[src/rtl/core/lfsgd_pkg.sv]
// Package: shared constants, op codes and controller/datapath command types.
`default_nettype none
package lfsgd_pkg;
    localparam int NumFeaturesDef = 50;
    localparam int UserRowsDef    = 65536;
    localparam int MovieRowsDef   = 32768;

    localparam logic [15:0] LearnRateRst = 16'd328;
    localparam logic [15:0] RegWeightRst = 16'd1638;

    localparam logic [0:0] CfgLearnRate = 1'b0;
    localparam logic [0:0] CfgRegWeight = 1'b1;

    localparam logic [1:0] OpPredict   = 2'd0;
    localparam logic [1:0] OpTrain     = 2'd1;
    localparam logic [1:0] OpWriteUser = 2'd2;
    localparam logic [1:0] OpWriteMov  = 2'd3;

    // datapath step selected by the controller
    typedef enum logic [2:0] {
        CMD_NONE,
        CMD_LOAD,
        CMD_RD,
        CMD_MAC,
        CMD_ERR,
        CMD_PROD,
        CMD_SCALE,
        CMD_WRITE
    } cmd_t;

    typedef struct packed {
        cmd_t cmd;
        logic clr;
    } ctrl_t;

    typedef struct packed {
        logic last_feat;
        logic wr_op;
    } stat_t;
endpackage
`default_nettype wire

[src/rtl/core/lfsgd_ctrl.sv]
// Controller: sequences predict, train and write items over the datapath.
`default_nettype none
module lfsgd_ctrl (
    input  wire              aclk,
    input  wire              aresetn,
    input  wire              s_valid,
    output logic             s_ready,
    input  wire [1:0]        s_op,
    output logic             m_valid,
    input  wire              m_ready,
    input  wire lfsgd_pkg::stat_t stat,
    output lfsgd_pkg::ctrl_t ctrl
);
    typedef enum logic [3:0] {
        ST_IDLE, ST_RD, ST_MAC, ST_ERR, ST_URD, ST_PROD, ST_SCALE, ST_WR, ST_WOP, ST_OUT
    } state_t;

    state_t state_reg;
    logic   train_reg;

    assign s_ready   = (state_reg == ST_IDLE);
    assign m_valid   = (state_reg == ST_OUT);

    always_comb begin
        ctrl.clr = 1'b0;
        case (state_reg)
            ST_IDLE:  ctrl.cmd = s_valid ? lfsgd_pkg::CMD_LOAD : lfsgd_pkg::CMD_NONE;
            ST_RD:    ctrl.cmd = lfsgd_pkg::CMD_RD;
            ST_URD:   ctrl.cmd = lfsgd_pkg::CMD_RD;
            ST_MAC: begin
                ctrl.cmd = lfsgd_pkg::CMD_MAC;
                ctrl.clr = stat.last_feat;
            end
            ST_ERR:   ctrl.cmd = lfsgd_pkg::CMD_ERR;
            ST_PROD:  ctrl.cmd = lfsgd_pkg::CMD_PROD;
            ST_SCALE: ctrl.cmd = lfsgd_pkg::CMD_SCALE;
            ST_WR:    ctrl.cmd = lfsgd_pkg::CMD_WRITE;
            ST_WOP:   ctrl.cmd = lfsgd_pkg::CMD_WRITE;
            default:  ctrl.cmd = lfsgd_pkg::CMD_NONE;
        endcase
    end

    // state register
    always_ff @(posedge aclk) begin
        if (!aresetn) begin
            state_reg <= ST_IDLE;
            train_reg <= 1'b0;
        end else begin
            case (state_reg)
                ST_IDLE: if (s_valid) begin
                    train_reg <= (s_op == lfsgd_pkg::OpTrain);
                    state_reg <= s_op[1] ? ST_WOP : ST_RD;
                end
                ST_WOP:  state_reg <= ST_OUT;
                ST_RD:   state_reg <= ST_MAC;
                ST_MAC:  state_reg <= stat.last_feat ? ST_ERR : ST_RD;
                ST_ERR:  state_reg <= train_reg ? ST_URD : ST_OUT;
                ST_URD:  state_reg <= ST_PROD;
                ST_PROD: state_reg <= ST_SCALE;
                ST_SCALE: state_reg <= ST_WR;
                ST_WR:   state_reg <= stat.last_feat ? ST_OUT : ST_URD;
                ST_OUT:  if (m_ready) state_reg <= ST_IDLE;
                default: state_reg <= ST_IDLE;
            endcase
        end
    end
endmodule
`default_nettype wire

[config.mk]
export PLATFORM = sky130hd
export DESIGN_NAME = lfsgd_ctrl
export DESIGN_NICKNAME = d
export VERILOG_FILES = /design/src/rtl/core/lfsgd_pkg.sv /design/src/rtl/core/lfsgd_ctrl.sv
export SDC_FILE = /design/constraint.sdc
export NUM_CORES = 1
export LEC_CHECK = 0
export BUFFER_PORTS_ARGS = -buffer_cell sky130_fd_sc_hd__buf_4
export CORE_AREA = 2 2 39 41
export DETAILED_ROUTE_END_ITERATION = 8
export DIE_AREA = 0 0 41 43
export PLACE_DENSITY = 0.67
export SLEW_MARGIN = 15
export SYNTH_ARGS = -nofsm -noshare
export SYNTH_HDL_FRONTEND = slang
export SYNTH_SLANG_ARGS = --single-unit
[constraint.sdc]
create_clock -name aclk -period 2.55 [get_ports aclk]
set_input_delay 0.255 -clock aclk [delete_from_list [all_inputs] [get_ports aclk]]
set_output_delay 0.255 -clock aclk [all_outputs]
set_load 0.1 [all_outputs]
==> Flow_metrics.wiki <==
{| class="wikitable"
! Metric !! Value
|-
| Global-route wire length before repair || 1.65 mm
|-
| Total number of H-tree levels || 1
|-
| Post-cts resize count || 0
|-
| Detailed placer's ending HPWL || 705 um
|-
| Overflow left after global routing || 0
|-
| Initial DRT Pass Iterations || 3
|-
| Number of primary I/O pins || 14
|-
| Clock insertion delay at the later pin of the skew report || ~0.24 ns
|-
| Source of the worst hold timing path || stat[1]
|-
| Worst setup slack before clock tree synthesis || 0.836 ns
|-
| Num CTS Buffers || 3
|-
| Yosys top cell area share || between 20% and 30%
|-
| Capturing element type of the critical path || output pin
|-
| Proportion of layout cells with a drive suffix above 1 || between 30% and 40%
|-
| Sequential fraction of the synthesis area || 23.1%
|-
| Count of max-cap constraint violations || 0
|-
| Min Tclk post-route || 1.96 ns
|-
| ANT nets after route || 0
|-
| Routability cong. || 0.688
|-
| Leading cell types by total area after synthesis || sky130_fd_sc_hd__dfxtp_1 (23%), sky130_fd_sc_hd__buf_6 (5.2%), sky130_fd_sc_hd__nor4_4 (4.9%)
|-
| Mean post-synth cell area || 8.66 um^2
|-
| CTS root buffer || sky130_fd_sc_hd__clkbuf_4
|-
| Antenna diode instance count || 0
|-
| Path class of the lowest-slack min-delay path || input pin to flip-flop
|-
| WS Path Type || flip-flop to output pin
|-
| Detailed router's first-iteration violation count || 9
|-
| Compound-gate portion of the synthesized area || between 20% and 30%
|-
| Max Clk Rate || 511 MHz
|-
| Adder-Cell Fraction of Synth Area || 0%
|-
| Max FFs per register || 4
|-
| Worst setup slack after layout || 0.594 ns
|-
| Vias || ~410
|-
| Cts hold-fix bufs || 0
|-
| Sort of element at the start of the critical path || flip-flop
|-
| Final Instance Area || about 570 um^2
|-
| Worst hold slack across all endpoints || 0.243 ns
|-
| Core Area || 1380 um^2
|-
| Cell area after synthesis || 433 um^2
|-
| Clock transition at the register clock pins on the worst setup and hold paths after CTS || 0.04 ns
|-
| Port Buf Inserts || 12
|-
| Number of storage elements in the synthesis netlist || 5
|-
| Initial antenna violation count || 0
|-
| Startpoint of the most critical register-to-register path || state_reg[0]$_SDFFE_PN0P_
|-
| Portion of the clock cycle consumed by the worst path in the final layout || about three quarters
|-
| Leakage dissipation || between 0.2 and 0.25 nW
|-
| Power density over the cells || 1050 nW/um^2
|-
| Vias in the first global route || 398
|-
| Final Hold Viols || 0
|-
| Proportion of synthesized area in mux cells || under 10%
|-
| Main combinational cell family by area after synthesis || simple AND/OR/NAND/NOR gates
|-
| Placed instance area || 544 um^2
|-
| DIE WIDTH || 41 um
|-
| Area of the die || between 1500 and 2000 um^2
|-
| Maximum number of pins on one net before global-route repair || 13
|-
| CP required || 2.30 ns
|-
| Setup violators final || 0
|-
| Synthesized-area fraction occupied by xor and xnor cells || 0%
|-
| Post-Synthesis Cells || 50
|-
| Average wire per cell in the routed design || approximately 11 um
|-
| Synthesis-to-layout area growth || 31.8%
|-
| Number of rows in the core area || 14
|-
| Effective utilization at floorplan || 31.3%
|-
| Net count of the mapped netlist || 58
|-
| Number of placed cells counting well taps || 76
|-
| Layout Skew || ~0.00021 ns
|-
| Clock tree from TritonCTS || yes
|-
| Maximum buffer depth of the clock tree || 2
|-
| Slew @ Worst Pin || between 0.4 and 0.5 ns
|-
| Non-filler instance count after layout || 80
|-
| Setup repair after global routing missed its margin || false
|-
| Number of synthesis warnings || 0
|-
| Simple-gate share of the synthesized area || 41.6%
|-
| Setup Fix Bufs, Post-CTS || 0
|-
| Top fanout value on the critical path || 10
|-
| Data arrival at the endpoint of the critical path || 1.70 ns
|-
| Source of the critical timing path || state_reg[3]$_SDFFE_PN0P_
|-
| Maximum vdd ir drop || approximately 410 uV
|-
| Total Nets Final || 73
|-
| Headroom to the max-slew limit || 67.2%
|-
| Cell type contributing the most total cell area after synthesis || sky130_fd_sc_hd__dfxtp_1
|-
| DR vias/cell || roughly 5
|-
| Remaining design rule violation count || 0
|-
| Die span in y || 43 um
|-
| Pins over their slew limit || 0
|-
| CTS sink cnt || 5
|-
| Overall Global Routing Usage || 13.3%
|-
| Result of the run || finished, final reports clean
|-
| Library cells used by synthesis || 31
|-
| Total negative slack for setup checks || 0 ns
|-
| Drt total wl || 908 um
|}
[critical path, cell delays in order (launching register included)]
cell	delay (ns)
sky130_fd_sc_hd__dfxtp_1	0.55
sky130_fd_sc_hd__or4b_1	0.50
sky130_fd_sc_hd__o21ai_1	0.10
sky130_fd_sc_hd__buf_4	0.31
[cell type report]
class,instances,area [um^2]
sequential,5,100
clock buffer,4,26.3
multi-input combinational,41,319
timing repair buffer,14,105
fill,141,813
tap,16,20.0
[power by group]
part           switching, W  total (W)  leakage [nW]  internal [W]
clock network     0.0000309  0.0000899        0.0150     0.0000591
registers         0.0000365   0.000126        0.0408     0.0000900
logic              0.000268   0.000380         0.175      0.000112
total              0.000335   0.000596         0.231      0.000261
[layout by cell type, fill, tap and decap left out, types with 2 or more instances in the layout]
master | netlist | final
sky130_fd_sc_hd__o21ai_1 | 3 | 3
sky130_fd_sc_hd__dfxtp_1 | 5 | 5
sky130_fd_sc_hd__nand2b_1 | 2 | 2
sky130_fd_sc_hd__o21bai_1 | 2 | 2
sky130_fd_sc_hd__nor3b_1 | 2 | 2
sky130_fd_sc_hd__nor3_1 | 2 | 2
sky130_fd_sc_hd__clkbuf_4 | 0 | 3
sky130_fd_sc_hd__nand2_1 | 5 | 5
sky130_fd_sc_hd__nand4b_1 | 2 | 2
sky130_fd_sc_hd__buf_4 | 1 | 14
sky130_fd_sc_hd__nor2_1 | 2 | 2
sky130_fd_sc_hd__a21oi_1 | 3 | 3
[worst paths after layout]
check	slack [ns]	depth (start not counted)	endpoint
max reg2reg	1.14	4	state_reg[3]$_SDFFE_PN0P_
max	0.59	3	ctrl[2]
min reg2reg	0.49	2	train_reg$_SDFFE_PN0P_
min	0.24	2	state_reg[2]$_SDFFE_PN0P_
[cell usage after synthesis, drive strengths merged]
cell and n:
dfxtp 5, nand2 5, o21ai 5, buf 4
a21oi 3, nand2b 3, nor3b 3, nand4b 2
nor2 2, nor3 2, o21bai 2, a211o 1
a21boi 1, a311oi 1, and2 1, and3 1
mux2i 1, nand3b 1, nor4 1, nor4b 1
nor4bb 1, o21a 1, o22ai 1, o311a 1
or4b 1
[per-layer routing]
metal	global-route usage, %	share of wire, %
met5	0	0
met4	8.00	1.9
met3	0	0.88
met2	20.3	50
met1	17.7	47
[logic make-up after synthesis]
logic type,Yosys count
AOI/OAI and AO/OA,16
buffers and inverters,4
DFF,5
muxes,1
and+or+nand+nor,24
[metrics by stage]
step                      total power [W]  utilization (%)
final                            0.000596             41.2
after floorplan                  0.000453                -
after CTS                        0.000600             41.2
after detailed placement         0.000510             39.3
after global placement           0.000508             39.3
after global routing             0.000624             41.2
Note: power is estimated with default switching activity, not from simulation.
